--- src/sv/hfd_pkg.sv ---
// hfd_pkg: shared types, constants and helpers for the header/footer byte deframer
// depends on nothing; used by hfd_sync and header_footer_byte_deframer
package hfd_pkg;

	// frame format
	localparam int HEADER_BYTES    = 5;
	localparam int FOOTER_BYTES    = 2;
	localparam int MAX_FRAME_BYTES = 256;

	// register widths and reset values
	localparam int HDR_W       = 40;
	localparam int FTR_W       = 16;
	localparam int HDR_STORED  = HDR_W / 8;
	localparam int CFG_W       = HDR_W;
	localparam logic [HDR_W-1:0] HDR_RESET = 40'h6A736F6E3A; // "json:"
	localparam logic [FTR_W-1:0] FTR_RESET = 16'h0D0A;       // CR LF

	// register indexes
	localparam logic CFG_HEADER = 1'b0;
	localparam logic CFG_FOOTER = 1'b1;

	// sync state
	typedef enum logic [1:0] {
		MODE_HUNT   = 2'd0,
		MODE_BODY   = 2'd1,
		MODE_VERIFY = 2'd2
	} mode_t;

	// one result from the sync logic to the output register
	typedef struct packed {
		logic       has_result;
		logic [7:0] data_byte;
		logic       first_of_frame;
		logic       end_of_frame;
		logic       abort_frame;
		logic [7:0] frame_length;
	} hfd_result_t;

	// header byte at match position idx, first byte most significant;
	// positions above the stored register read as zero
	function automatic logic [7:0] hdr_byte(input logic [HDR_W-1:0] pat,
						input logic [2:0] idx);
		logic [7:0] r;
		r = '0;
		for (int k = 0; k < HDR_STORED; k++) begin
			if (int'(idx) == HEADER_BYTES - 1 - k)
				r = pat[8*k +: 8];
		end
		return r;
	endfunction

	// footer byte at match position idx, first byte in the high byte
	function automatic logic [7:0] ftr_byte(input logic [FTR_W-1:0] pat,
						input logic [2:0] idx);
		logic [7:0] r;
		case (idx)
			3'd0:    r = pat[15:8];
			3'd1:    r = pat[7:0];
			default: r = '0;
		endcase
		return r;
	endfunction

endpackage

--- src/sv/hfd_in_if.sv ---
// hfd_in_if: valid/ready channel carrying one received byte per item
// depends on nothing
interface hfd_in_if;
	logic       valid;
	logic       ready;
	logic [7:0] in_byte;

	modport source (output valid, output in_byte, input ready);
	modport sink   (input valid, input in_byte, output ready);
endinterface

--- src/sv/hfd_out_if.sv ---
// hfd_out_if: valid/ready channel carrying one deframed body byte per item
// depends on nothing
interface hfd_out_if;
	logic       valid;
	logic       ready;
	logic [7:0] data_byte;
	logic       first_of_frame;
	logic       end_of_frame;
	logic       abort_frame;
	logic [7:0] frame_length;

	modport source (output valid, output data_byte, output first_of_frame,
			output end_of_frame, output abort_frame, output frame_length,
			input ready);
	modport sink   (input valid, input data_byte, input first_of_frame,
			input end_of_frame, input abort_frame, input frame_length,
			output ready);
endinterface

--- src/sv/hfd_sync.sv ---
// hfd_sync: header hunt, footer watch and frame length count for one byte per step
// depends on hfd_pkg
module hfd_sync (
	input  logic                      clk,
	input  logic                      arst_n,
	input  logic                      step,
	input  logic [7:0]                byte_s1,
	input  logic [hfd_pkg::HDR_W-1:0] header_q,
	input  logic [hfd_pkg::FTR_W-1:0] footer_q,
	output hfd_pkg::hfd_result_t      res
);
	import hfd_pkg::*;

	mode_t      mode_q, mode_d;
	logic [2:0] idx_q, idx_d;
	logic [8:0] cnt_q, cnt_d;

	logic [2:0] idx_inc;
	logic [8:0] cnt_inc;
	logic       hdr_hit, hdr_done;
	logic       ftr_hit, ftr_done, ftr_first, limit_hit;

	// compares against the pattern bytes and the length limit
	assign idx_inc   = idx_q + 3'd1;
	assign cnt_inc   = cnt_q + 9'd1;
	assign hdr_hit   = (hdr_byte(header_q, idx_q) == byte_s1);
	assign hdr_done  = ({1'b0, idx_inc} >= 4'(HEADER_BYTES)) || (idx_inc == 3'd0);
	assign ftr_hit   = (ftr_byte(footer_q, idx_q) == byte_s1);
	assign ftr_done  = ({1'b0, idx_inc} >= 4'(FOOTER_BYTES));
	assign ftr_first = (ftr_byte(footer_q, 3'd0) == byte_s1);
	assign limit_hit = (cnt_inc >= 9'(MAX_FRAME_BYTES));

	// next state
	always_comb begin
		mode_d = mode_q;
		idx_d  = idx_q;
		cnt_d  = cnt_q;
		case (mode_q)
			MODE_BODY, MODE_VERIFY: begin
				cnt_d = cnt_inc;
				if (limit_hit) begin
					mode_d = MODE_HUNT;
					idx_d  = 3'd0;
					cnt_d  = 9'd0;
				end else if (mode_q == MODE_BODY) begin
					if (ftr_hit) begin
						idx_d  = idx_inc;
						mode_d = MODE_VERIFY;
					end
				end else if (ftr_hit) begin
					idx_d = idx_inc;
					if (ftr_done) begin
						mode_d = MODE_HUNT;
						idx_d  = 3'd0;
						cnt_d  = 9'd0;
					end
				end else if (ftr_first) begin
					// broken footer that restarts the footer
					mode_d = MODE_VERIFY;
					idx_d  = 3'd1;
				end else begin
					mode_d = MODE_BODY;
					idx_d  = 3'd0;
				end
			end
			default: begin
				// hunting; a mismatch is not rechecked as a first header byte
				if (hdr_hit) begin
					idx_d = idx_inc;
					if (hdr_done) begin
						mode_d = MODE_BODY;
						idx_d  = 3'd0;
						cnt_d  = 9'd0;
					end
				end else begin
					idx_d = 3'd0;
				end
			end
		endcase
	end

	// result fields
	always_comb begin
		res                = '0;
		res.data_byte      = byte_s1;
		res.first_of_frame = (cnt_q == 9'd0);
		case (mode_q)
			MODE_BODY: begin
				res.has_result  = 1'b1;
				res.abort_frame = limit_hit;
			end
			MODE_VERIFY: begin
				res.has_result   = 1'b1;
				res.abort_frame  = limit_hit;
				res.end_of_frame = !limit_hit && ftr_hit && ftr_done;
				if (!limit_hit && ftr_hit && ftr_done)
					res.frame_length = cnt_inc[7:0];
			end
			default: begin
				res.has_result = 1'b0;
			end
		endcase
	end

	// state registers
	always_ff @(posedge clk or negedge arst_n) begin
		if (!arst_n) begin
			mode_q <= MODE_HUNT;
			idx_q  <= 3'd0;
			cnt_q  <= 9'd0;
		end else if (step) begin
			mode_q <= mode_d;
			idx_q  <= idx_d;
			cnt_q  <= cnt_d;
		end
	end

	// state consistency
	a_hunt_cnt_zero: assert property (@(posedge clk) disable iff (!arst_n)
		mode_q == MODE_HUNT |-> cnt_q == 9'd0)
		else $error("body count nonzero while hunting");
	a_body_idx_zero: assert property (@(posedge clk) disable iff (!arst_n)
		mode_q == MODE_BODY |-> idx_q == 3'd0)
		else $error("footer index nonzero in body mode");
	a_verify_idx_one: assert property (@(posedge clk) disable iff (!arst_n)
		mode_q == MODE_VERIFY |-> idx_q == 3'd1)
		else $error("footer index off in verify mode");
	a_end_abort_excl: assert property (@(posedge clk) disable iff (!arst_n)
		res.has_result |-> !(res.end_of_frame && res.abort_frame)
			&& !(res.end_of_frame && res.first_of_frame))
		else $error("conflicting frame flags");
	a_len_only_end: assert property (@(posedge clk) disable iff (!arst_n)
		step && !res.end_of_frame |-> res.frame_length == 8'd0)
		else $error("frame length without end of frame");

endmodule

--- src/sv/header_footer_byte_deframer.sv ---
// header_footer_byte_deframer: input register, sync logic and output register
// an accepted byte is held in the input register, and its result is then captured in the output register
// throughput: one byte per cycle; the input stalls only while the output register is held
// header bytes and bytes in hunt produce no item
// reset: hunting the header, pipeline empty, patterns back to "json:" and CR LF
// depends on hfd_pkg, hfd_in_if, hfd_out_if and hfd_sync
module header_footer_byte_deframer (
	input  logic                      clk,
	input  logic                      arst_n,
	input  logic                      cfg_we,
	input  logic                      cfg_index,
	input  logic [hfd_pkg::CFG_W-1:0] cfg_data,
	hfd_in_if.sink                    in_ch,
	hfd_out_if.source                 out_ch
);
	import hfd_pkg::*;

	logic [HDR_W-1:0] header_q;
	logic [FTR_W-1:0] footer_q;
	logic             valid_s1;
	logic [7:0]       byte_s1;
	logic             out_valid_q;
	hfd_result_t      res;
	hfd_result_t      res_q;
	logic             out_free;
	logic             step;

	// configuration registers
	always_ff @(posedge clk or negedge arst_n) begin
		if (!arst_n) begin
			header_q <= HDR_RESET;
			footer_q <= FTR_RESET;
		end else if (cfg_we) begin
			case (cfg_index)
				CFG_HEADER: header_q <= cfg_data[HDR_W-1:0];
				CFG_FOOTER: footer_q <= cfg_data[FTR_W-1:0];
				default:    ;
			endcase
		end
	end

	// handshake: stage 1 moves on whenever the output register can take a result
	assign out_free    = !out_valid_q || out_ch.ready;
	assign step        = valid_s1 && out_free;
	assign in_ch.ready = !valid_s1 || out_free;

	// input register
	always_ff @(posedge clk or negedge arst_n) begin
		if (!arst_n)
			valid_s1 <= 1'b0;
		else if (in_ch.ready)
			valid_s1 <= in_ch.valid;
	end

	always_ff @(posedge clk) begin
		if (in_ch.ready && in_ch.valid)
			byte_s1 <= in_ch.in_byte;
	end

	hfd_sync u_sync (
		.clk      (clk),
		.arst_n   (arst_n),
		.step     (step),
		.byte_s1  (byte_s1),
		.header_q (header_q),
		.footer_q (footer_q),
		.res      (res)
	);

	// output register
	always_ff @(posedge clk or negedge arst_n) begin
		if (!arst_n)
			out_valid_q <= 1'b0;
		else if (step && res.has_result)
			out_valid_q <= 1'b1;
		else if (out_ch.ready)
			out_valid_q <= 1'b0;
	end

	always_ff @(posedge clk) begin
		if (step && res.has_result)
			res_q <= res;
	end

	assign out_ch.valid          = out_valid_q;
	assign out_ch.data_byte      = res_q.data_byte;
	assign out_ch.first_of_frame = res_q.first_of_frame;
	assign out_ch.end_of_frame   = res_q.end_of_frame;
	assign out_ch.abort_frame    = res_q.abort_frame;
	assign out_ch.frame_length   = res_q.frame_length;

endmodule
--- src/flat_wrapper.sv ---
// flat-port wrapper written by rule: the top's interface ports become plain ports
module header_footer_byte_deframer_flat import hfd_pkg::*;
  (clk, arst_n, cfg_we, cfg_index, cfg_data, in_ch_valid, in_ch_in_byte, in_ch_ready, out_ch_valid, out_ch_data_byte, out_ch_first_of_frame, out_ch_end_of_frame, out_ch_abort_frame, out_ch_frame_length, out_ch_ready);
  hfd_in_if in_ch_i ();
  hfd_out_if out_ch_i ();
  input  logic clk;
  input  logic arst_n;
  input  logic cfg_we;
  input  logic cfg_index;
  input  logic [hfd_pkg::CFG_W-1:0] cfg_data;
  input wire logic [$bits(in_ch_i.valid)-1:0] in_ch_valid;
  input wire logic [$bits(in_ch_i.in_byte)-1:0] in_ch_in_byte;
  output wire logic [$bits(in_ch_i.ready)-1:0] in_ch_ready;
  output wire logic [$bits(out_ch_i.valid)-1:0] out_ch_valid;
  output wire logic [$bits(out_ch_i.data_byte)-1:0] out_ch_data_byte;
  output wire logic [$bits(out_ch_i.first_of_frame)-1:0] out_ch_first_of_frame;
  output wire logic [$bits(out_ch_i.end_of_frame)-1:0] out_ch_end_of_frame;
  output wire logic [$bits(out_ch_i.abort_frame)-1:0] out_ch_abort_frame;
  output wire logic [$bits(out_ch_i.frame_length)-1:0] out_ch_frame_length;
  input wire logic [$bits(out_ch_i.ready)-1:0] out_ch_ready;
  assign in_ch_i.valid = in_ch_valid;
  assign in_ch_i.in_byte = in_ch_in_byte;
  assign in_ch_ready = in_ch_i.ready;
  assign out_ch_valid = out_ch_i.valid;
  assign out_ch_data_byte = out_ch_i.data_byte;
  assign out_ch_first_of_frame = out_ch_i.first_of_frame;
  assign out_ch_end_of_frame = out_ch_i.end_of_frame;
  assign out_ch_abort_frame = out_ch_i.abort_frame;
  assign out_ch_frame_length = out_ch_i.frame_length;
  assign out_ch_i.ready = out_ch_ready;
  header_footer_byte_deframer u_core (.clk(clk), .arst_n(arst_n), .cfg_we(cfg_we), .cfg_index(cfg_index), .cfg_data(cfg_data), .in_ch(in_ch_i), .out_ch(out_ch_i));
endmodule
--- config.mk ---
export PLATFORM = sky130hd
export DESIGN_NAME = header_footer_byte_deframer_flat
export DESIGN_NICKNAME = d
export VERILOG_FILES = /design/src/sv/hfd_pkg.sv /design/src/sv/hfd_in_if.sv /design/src/sv/hfd_out_if.sv /design/src/sv/hfd_sync.sv /design/src/sv/header_footer_byte_deframer.sv /design/src/flat_wrapper.sv
export SDC_FILE = /design/constraint.sdc
export NUM_CORES = 1
export LEC_CHECK = 0
export ABC_AREA = 1
export BUFFER_PORTS_ARGS = -buffer_cell sky130_fd_sc_hd__buf_2
export CAP_MARGIN = 15
export CORE_ASPECT_RATIO = 1.1
export CORE_UTILIZATION = 50
export DETAILED_ROUTE_END_ITERATION = 7
export PLACE_DENSITY = 0.68
export SLEW_MARGIN = 20
export SYNTH_ARGS = -nofsm -noshare
export SYNTH_HDL_FRONTEND = slang
export SYNTH_SLANG_ARGS = --single-unit
--- constraint.sdc ---
create_clock -name clk -period 4.6 [get_ports clk]
set_clock_uncertainty 0.05 [all_clocks]
set_input_delay 0.69 -clock clk [delete_from_list [all_inputs] [get_ports clk]]
set_output_delay 0.69 -clock clk [all_outputs]
set_load 0.01 [all_outputs]
Word-level counts from Yosys, hierarchy flattened
Index checks and enable logic that the tools add are counted.
W data, S select, Z words.
- add/subtract/negate cells: 2
- $lt $le $gt $ge: 3
- equality and inequality tests: 12
- muxes and demuxes: 34
- bitwise operators: 1
- reductions and logical operators: 25
- operators by type and width (kind ; count):
    $mux W9 ; 7
    $mux W8 ; 5
    $eq A8 B8 Y1 ; 3
    $mux W3 ; 8
    $mux W2 ; 9
    $pmux W8 S2 ; 1
    $add A9 B1 Y9 const B ; 1
    $eq A3 B3 Y1 const B ; 3
    $ge A9 B9 Y1 const B ; 1
    $logic_not A3 Y1 ; 3
    $logic_not A9 Y1 ; 1
    $reduce_and A2 Y1 ; 4
    $reduce_bool A2 Y1 ; 3
    $logic_and A1 B1 Y1 ; 5
    $ne A5 B2 Y1 const B ; 1
    $reduce_and A5 Y1 ; 1
    $mux W1 ; 4
    $ne A4 B4 Y1 const B ; 1
    $add A3 B1 Y3 const B ; 1
    $eq A3 B1 Y1 const B ; 1
    $eq A3 B2 Y1 const B ; 1
    $ge A3 B2 Y1 const B ; 1
    $ge A3 B3 Y1 const B ; 1
    $logic_not A1 Y1 ; 3
    other kinds (6) ; 8
- register bits after elaboration: 99
- input port bits: 54

Logic depth before layout (Yosys ltp)
Gate-level depths: netlist (run 1).
- depth in word-level cells: 9
- mapped depth: 21
- gate-level depth less buffers: 19

By module
From an unflattened synthesis (run 1), not the netlist that was laid out.
- cells, all modules: 706
- area, all modules: 5471.5 um^2
- modules (own cells, without submodules) (module ; instances ; cells each ; area an instance (um^2) ; sequential area each (um^2)):
    header_footer_byte_deframer ; 1 ; 286 ; 3148.0 ; 2298.5
    hfd_sync ; 1 ; 420 ; 2323.5 ; 350.3

Worst setup path before layout (run 1)
No wires, ideal clock.
- path kind: in2reg
- start: input port out_ch_ready
- end: register u_core.u_sync.cnt_q[3]
- data arrival time: 2245 ps
- required time: 4485 ps
- setup slack: 2240 ps
- stages on the path: 7
- path through: inv_1 -> nand2_1 -> nand2_1 -> nor2_1 -> nand3_2 -> or2_0 -> nand2_1
- longest elaborated chain between the ends: 3
- ends and longest elaborated chain (what ; RTL line ; text):
    from (decl) ; flat_wrapper.sv:20 ; input wire logic [$bits(out_ch_i.ready)-1:0] out_ch_ready;
    $logic_or A1 B1 Y1 ; header_footer_byte_deframer.sv:43 ; assign out_free = !out_valid_q || out_ch.ready;
    $logic_and A1 B1 Y1 ; header_footer_byte_deframer.sv:44 ; assign step = valid_s1 && out_free;
    $reduce_and A3 Y1 (no line) ; n/a ;
    to (signal assigned) ; hfd_sync.sv:114 ; cnt_q <= cnt_d;
    to (decl) ; hfd_sync.sv:16 ; logic [8:0] cnt_q, cnt_d;
No other way between the ends.
A chain may end at the register's enable or synchronous reset.

Worst setup path after layout (run 1)
- start: register u_core.u_sync.idx_q[0]
- end: register u_core.u_sync.cnt_q[7]
- longest elaborated chain between the ends: 9
- ends and longest elaborated chain (what ; RTL line ; text):
    from (decl) ; hfd_sync.sv:15 ; logic [2:0] idx_q, idx_d;
    from (signal assigned) ; hfd_sync.sv:113 ; idx_q <= idx_d;
    parallel branches: the longest is 9 deep, another holds $add A3 B1 Y3 ; n/a ;
Parallel ways; which one is timed is not known.

==> out/qor.yml, run 1 <==
critPathMaxFanout: 13
io_pins: 75
slew_headroom: 0.353
worst_setup_hold_path_clk_slew_ns: 0.09
final_wtd_congestion: 0.883
outcome: "finished, final reports clean"
route.vias.total: 4151
grt_util_met3: 0.0528
cp_common_cell: "nand2_1"
slew_viol_final: 0
gr-max-usage-layer: "met2"
tritoncts.num_buffers: 9
peakVddDrop_uv: 291
final_total_negative_setup_slack_ns: 0
drv.max_cap_violation_count: 0
final_core_util: 0.590
power.density_cell_area_mw_per_mm2: 526
whs_ns: 0.347
drt_first_iter_violations: 134
initial_core_utilization: 0.524
final-setup-viol-count: 0
worstSetupEndpointType: "flip-flop"
final.min_clock_period_ns: 2.80
die_x_um: 99.7
synth-seq-area-share: 0.504
static-leakage-power_nw: 3.03
total_grt_overflow: 0
pre_cts_slack_ns: 1.83
grt_use_met2: 0.395
timing.critical_path.depth: 16
final_critical_path_setup_slack_ns: 1.80
sequential_cell_area_mm2: 0.00265
synth_top_cell_by_area: "dfrtp_1"
synthesis.nets: 706
summed_instance_area_of_the_synthesized_netlist_mm2: 0.00526
cts.repair_timing.setup_buffer_count: 0
post_synth.cell_area_avg_um2: 8.20
clock_tree_from_tritoncts: "done"
worstPathArrival_ns: 3.02
grt_pass1_wl_um: 18800
antenna_violations_before_repair: 0
num_antenna_cells: 0
postRouteWirelength_um: 11600
worst_pin_slew_ns: 0.969
placeableCoreArea_mm2: 0.0100
timing.final.hold_violations: 0
timing.critical_path.buf_inv: 4
drt-pass1-iter-count: 4
ys.warnings.count: 0
post-layout-total-power_mw: 3.11
post_drt_wl_per_cell_um: 13.6
category_of_the_most_critical_setup_path: "reg2reg"
globalRouteMet1Util: 0.276
critical_path.max_stage_delay_ns: 0.45
largest_net_degree_at_the_start_of_global_routing: 49
clock_latency_ns: 0.38
fmax_mhz: 358
global_route.usage.total: 0.230
top_delay_family_on_crit_path: "simple AND/OR/NAND/NOR gates"
cts-root-buf: "clkbuf_8"
unrepaired_setup_endpoints_after_global_routing: "false"
post_cts_resized: 0
min_path_type: "in2async"
rr_endpoint: "u_core.u_sync.cnt_q[7]"
synthCells: 641
avgViaCountPerCell: 4.85
worstPathRequired_ns: 4.82
num-nets-final: 776
worstPathCellList: "inv_1 -> ha_1 -> inv_1 -> nor2_4 -> inv_2 -> or2_2 -> nand3_1 -> nand2_1 -> inv_1 -> nand2_1 -> nor2_1 -> nand3_1 -> nand2_2 -> nand2_2 -> nand2_1 -> nand2_1"
final_min_period_over_clock_period: 0.608
place.port_buffers: 74
tritoncts_num_sinks: 99
drc: 0
final_layout_size_suffix_gt1_frac: 0.222
placement_rows: 38
synth.lib_cells_used.distinct: 36
postSynthRegisterBits: 99
largest_cells_by_area_after_synthesis: "dfrtp_1, edfxtp_1, dfstp_2"
worstSetupStartpointType: "flip-flop"
n_fill_cell: 951
antenna_violating_nets_post_route: 0
areaGrowthSynthToFinish_pct: 12.6
timing.reg2reg.worst_path_depth: 16
cell_with_the_largest_stage_delay_on_the_worst_path: "dfrtp_1"
worst-r2r-setup-slack_ns: 1.80
place_hpwl_um: 9070
die_y_um: 110
area_share_of_the_largest_cell_type_after_synthesis: 0.205
cts_buffer_depth: 2
multi_input_area_mm2: 0.00209
cts-hold-fix-buffers: 0
die-area_mm2: 0.0109
timing.rr.start: "u_core.u_sync.idx_q[0]"
number_of_global_route_vias_before_repair: 3901
cts_max_level: 3
-- cell usage in the layout, fill, tap and decap left out, types with 3 or more instances in the layout --
cell      synthesis  layout
nand2_1         178     177
inv_1           106     106
buf_2             1      74
o21ai_0          49      49
nor2_1           44      43
dfrtp_1          43      43
nand3_1          35      35
dfstp_2          29      29
edfxtp_1         27      27
a21oi_1          19      19
clkbuf_8          0      12
ha_1             11      11
or2_2            10      10
mux2_2            9       9
nand4_1           7       7
o21ai_1           7       7
o211ai_1          6       6
xor2_1            6       6
or2_0             6       6
nor3_1            5       5
nand2_2           4       5
nor2_4            4       4
nor2_2            2       3
nand2_4           3       3
inv_2             3       3
clkbuf_1         10       3
-- power by group --
part,internal [mW],switching [mW],total (mW)
clock,0.275,0.285,0.560
sequential,1.11,0.114,1.23
combinational,0.442,0.884,1.33
total,1.83,1.28,3.11
-- registers in the layout, summed over array words and instances, names as in the netlist, 2 cells and up --
signal	cells
u_core.byte_s1	8
u_core.header_q	40
u_core.out_ch.data_byte	8
u_core.out_ch.frame_length	8
u_core.u_sync.mode_q	2
u_core.footer_q	16
u_core.u_sync.cnt_q	9
u_core.u_sync.idx_q	3
-- synth_stat cells (all sizes together) --
master,number
nand2,185
inv,110
o21ai,56
nor2,50
dfrtp,43
nand3,36
dfstp,29
edfxtp,27
a21oi,19
or2,18
ha,11
clkbuf,10
mux2,9
nand4,8
buf,7
nor3,6
o211ai,6
xor2,6
nor4,2
a31oi,1
and2,1
nand3b,1
-- worst max path at each step --
stage / endpoint / start
floorplan: u_core.u_sync.cnt_q[3] / out_ch_ready
global placement: u_core.u_sync.cnt_q[0] / u_core.u_sync.idx_q[2]
detailed placement: u_core.u_sync.cnt_q[4] / u_core.u_sync.idx_q[0]
CTS: u_core.u_sync.cnt_q[7] / u_core.u_sync.idx_q[0]
global route: u_core.u_sync.cnt_q[7] / u_core.u_sync.idx_q[0]
finish: u_core.u_sync.cnt_q[7] / u_core.u_sync.idx_q[0]
-- cell type report --
type | count | share of cell area
timing repair buffer | 76 | 0.0651
sequential | 99 | 0.447
clock buffer | 16 | 0.0340
multi-input combinational | 415 | 0.353
tap | 140 | 0.0296
inverter | 110 | 0.0710
-- layer usage --
metal / up-vias / share of wire
li1: 2149 / -
met1: 1879 / 0.45
met2: 100 / 0.48
met3: 23 / 0.046
met4: 0 / 0.026
met5: - / 0
-- through the flow --
| step | instances | area (um^2) |
|---|---|---|
| floorplan | 641 | 5260 |
| global placement | 840 | 5720 |
| detailed placement | 840 | 5720 |
| CTS | 856 | 5920 |
| global route | 856 | 5920 |
| finish | 856 | 5920 |
-- kinds of logic (layout without fill, tap and decap cells) --
| group | Yosys count | after routing | synth area share |
|---|---|---|---|
| mux | 9 | 9 | 0.0193 |
| fa+ha+maj | 11 | 11 | 0.0262 |
| compound gates | 82 | 82 | 0.0812 |
| simple gates | 307 | 307 | 0.260 |
| xor+xnor | 6 | 6 | 0.0100 |
| buf+inv | 127 | 202 | 0.0995 |
| flops | 99 | 99 | 0.504 |
Power figures use the tool's default switching activity.
==> inputs of run 2 (changes only) <==
- clock period: 4.6 -> 2.77 ns (I/O delays scaled with it)
==> out/qor.yml, run 2 (same netlist as run 1, synthesis figures left out) <==
outcome: "complete, but fails checks"
failed_checks: "negative hold slack"
static-leakage-power_nw: 3.07  # +1.3%
die_y_um: 110  # unchanged
cts-root-buf: "clkbuf_8"
sequential_cell_area_mm2: 0.00265  # about the same
final_total_negative_setup_slack_ns: 0  # unchanged
antenna_violations_before_repair: 0  # unchanged
route.vias.total: 4221  # +1.7%
worst-r2r-setup-slack_ns: 0.26  # -1.55 ns
initial_core_utilization: 0.524  # unchanged
power.density_cell_area_mw_per_mm2: 886  # +69%
avgViaCountPerCell: 4.90  # +0.98%
timing.reg2reg.worst_path_depth: 18  # +2
peakVddDrop_uv: 338  # +16%
worstSetupStartpointType: "flip-flop"
post_drt_wl_per_cell_um: 13.2  # -2.6%
switching_share: 0.411  # -0.00112
post_cts_resized: 0  # unchanged
worstPathArrival_ns: 2.73  # -0.29 ns
final_layout_size_suffix_gt1_frac: 0.240  # +0.0175
cts-hold-fix-buffers: 0  # unchanged
whs_ns: -0.00221  # -0.349 ns
unrepaired_setup_endpoints_after_global_routing: "false"
worstPathRequired_ns: 2.99  # -1.83 ns
layout_commonest_cell: "nand2_1"
drv.max_cap_violation_count: 0  # unchanged
largest_reg_flops: 40  # unchanged
die-area_mm2: 0.0109  # unchanged
clock_tree_from_tritoncts: "done"
worst_setup_hold_path_clk_slew_ns: 0.09  # about the same
antenna_violating_nets_post_route: 0  # unchanged
areaGrowthSynthToFinish_pct: 14.3
die_x_um: 99.7  # unchanged
fmax_mhz: 398  # +11%
slew_headroom: 0.389  # +0.0357
num-nets-final: 782  # +0.77%
drc: 0  # unchanged
critPathMaxFanout: 11  # -2
place_hpwl_um: 8990  # -0.81%
num_antenna_cells: 0  # unchanged
tritoncts_num_sinks: 99  # unchanged
postRouteWirelength_um: 11400  # -1.9%
slew_viol_final: 0  # unchanged
drt_first_iter_violations: 142  # +6.0%
final-setup-viol-count: 0  # unchanged
grt_pass1_wl_um: 18700  # -0.18%
place.port_buffers: 74  # unchanged
final_wtd_congestion: 0.940  # +6.6%
cts_buffer_depth: 2  # unchanged
cts.repair_timing.setup_buffer_count: 0  # unchanged
multi_input_area_mm2: 0.00210  # +0.66%
tritoncts.num_buffers: 9  # unchanged
registers.top_by_ff_count: "u_core.header_q"
power.net_switching_mw: 2.19  # +71%
most-common-layout-cells: "nand2_1, inv_1, buf_2"
number_of_global_route_vias_before_repair: 3972  # +1.8%
global_route.usage.total: 0.225  # -0.00526
placeableCoreArea_mm2: 0.0100  # unchanged
final.min_clock_period_ns: 2.51  # -0.284 ns
clock_latency_ns: 0.37  # about the same
largest_registers: "u_core.header_q (40), u_core.footer_q (16), u_core.u_sync.cnt_q (9)"
total_grt_overflow: 0  # unchanged
largest_net_degree_at_the_start_of_global_routing: 49  # unchanged
power.share.combinational: 0.432  # +0.006
cts_max_level: 3  # unchanged
power.share.sequential: 0.379  # -0.015
min_path_type: "in2async"
internal_power_mw: 3.13  # +71%
worst_pin_slew_ns: 0.915  # -0.0547 ns
clockPowerShare: 0.189  # +0.009
n_fill_cell: 906  # -4.7%
io_pins: 75  # unchanged
worstSetupEndpointType: "flip-flop"
category_of_the_most_critical_setup_path: "reg2reg"
drt-pass1-iter-count: 4  # unchanged
timing.final.hold_violations: 2  # +2
placement_rows: 38  # unchanged
final_min_period_over_clock_period: 0.907  # +0.299
[run 2: critical path: stages (launching register included)]
cell,delay [ns]
dfrtp_2,0.46
inv_2,0.12
ha_1,0.24
inv_1,0.09
nor2_4,0.12
buf_4,0.19
nand2_1,0.09
o21ai_0,0.09
nand2_1,0.07
nand2_1,0.06
nand2_1,0.06
nor2_2,0.20
nand2_4,0.09
inv_2,0.09
nand3_1,0.09
nand3_2,0.12
inv_1,0.08
nand2_1,0.06
nand2_1,0.05
[run 2: final cells by class]
cell class	count	share of cell area
flip-flops and latches	99	0.441
clock inverters	7	0.0154
well taps	140	0.0292
repair buffers	82	0.0737
inverters	110	0.0700
multi-input cells	415	0.350
clock buffers	9	0.0206
[run 2: through the flow]
step                cell area, um^2  setup WS [ns]  instances  power (mW)   util
finish                         6010          0.258        862        5.32  0.599
global route                   6010        0.00129        862        5.74  0.599
CTS                            5990          0.133        862        5.32  0.597
detailed placement             5780          0.156        846        4.31  0.576
global placement               5780          0.230        846        4.27  0.576
floorplan                      5260          0.473        641        3.74      -
[run 2: power groups by stage]
stage,clock network [mW],registers (mW),logic [mW]
after global placement,0,2.03,2.24
after floorplan,0,2.04,1.70
after detailed placement,0,2.04,2.27
final,1.01,2.02,2.30
after CTS,1.03,2.01,2.28
after global routing,1.07,2.05,2.62
[run 2: final timing paths]
kind,startpoint,endpoint
max in group asynchronous,arst_n,u_core.header_q[22]
hold reg to reg,u_core.u_sync.cnt_q[7],u_core.u_sync.cnt_q[7]
hold / removal,arst_n,u_core.valid_s1
setup reg to reg,u_core.u_sync.idx_q[0],u_core.u_sync.cnt_q[0]
min in group clk,in_ch_in_byte[5],u_core.byte_s1[5]
setup / recovery,u_core.u_sync.idx_q[0],u_core.u_sync.cnt_q[0]
[run 2: layer usage]
metal | global-route usage | vias up | wire, um
met5 | 0 | - | 0
met4 | 0.112 | 0 | 346
met3 | 0.0343 | 25 | 402
met2 | 0.385 | 106 | 5560
met1 | 0.278 | 1926 | 5100
li1 | - | 2164 | -
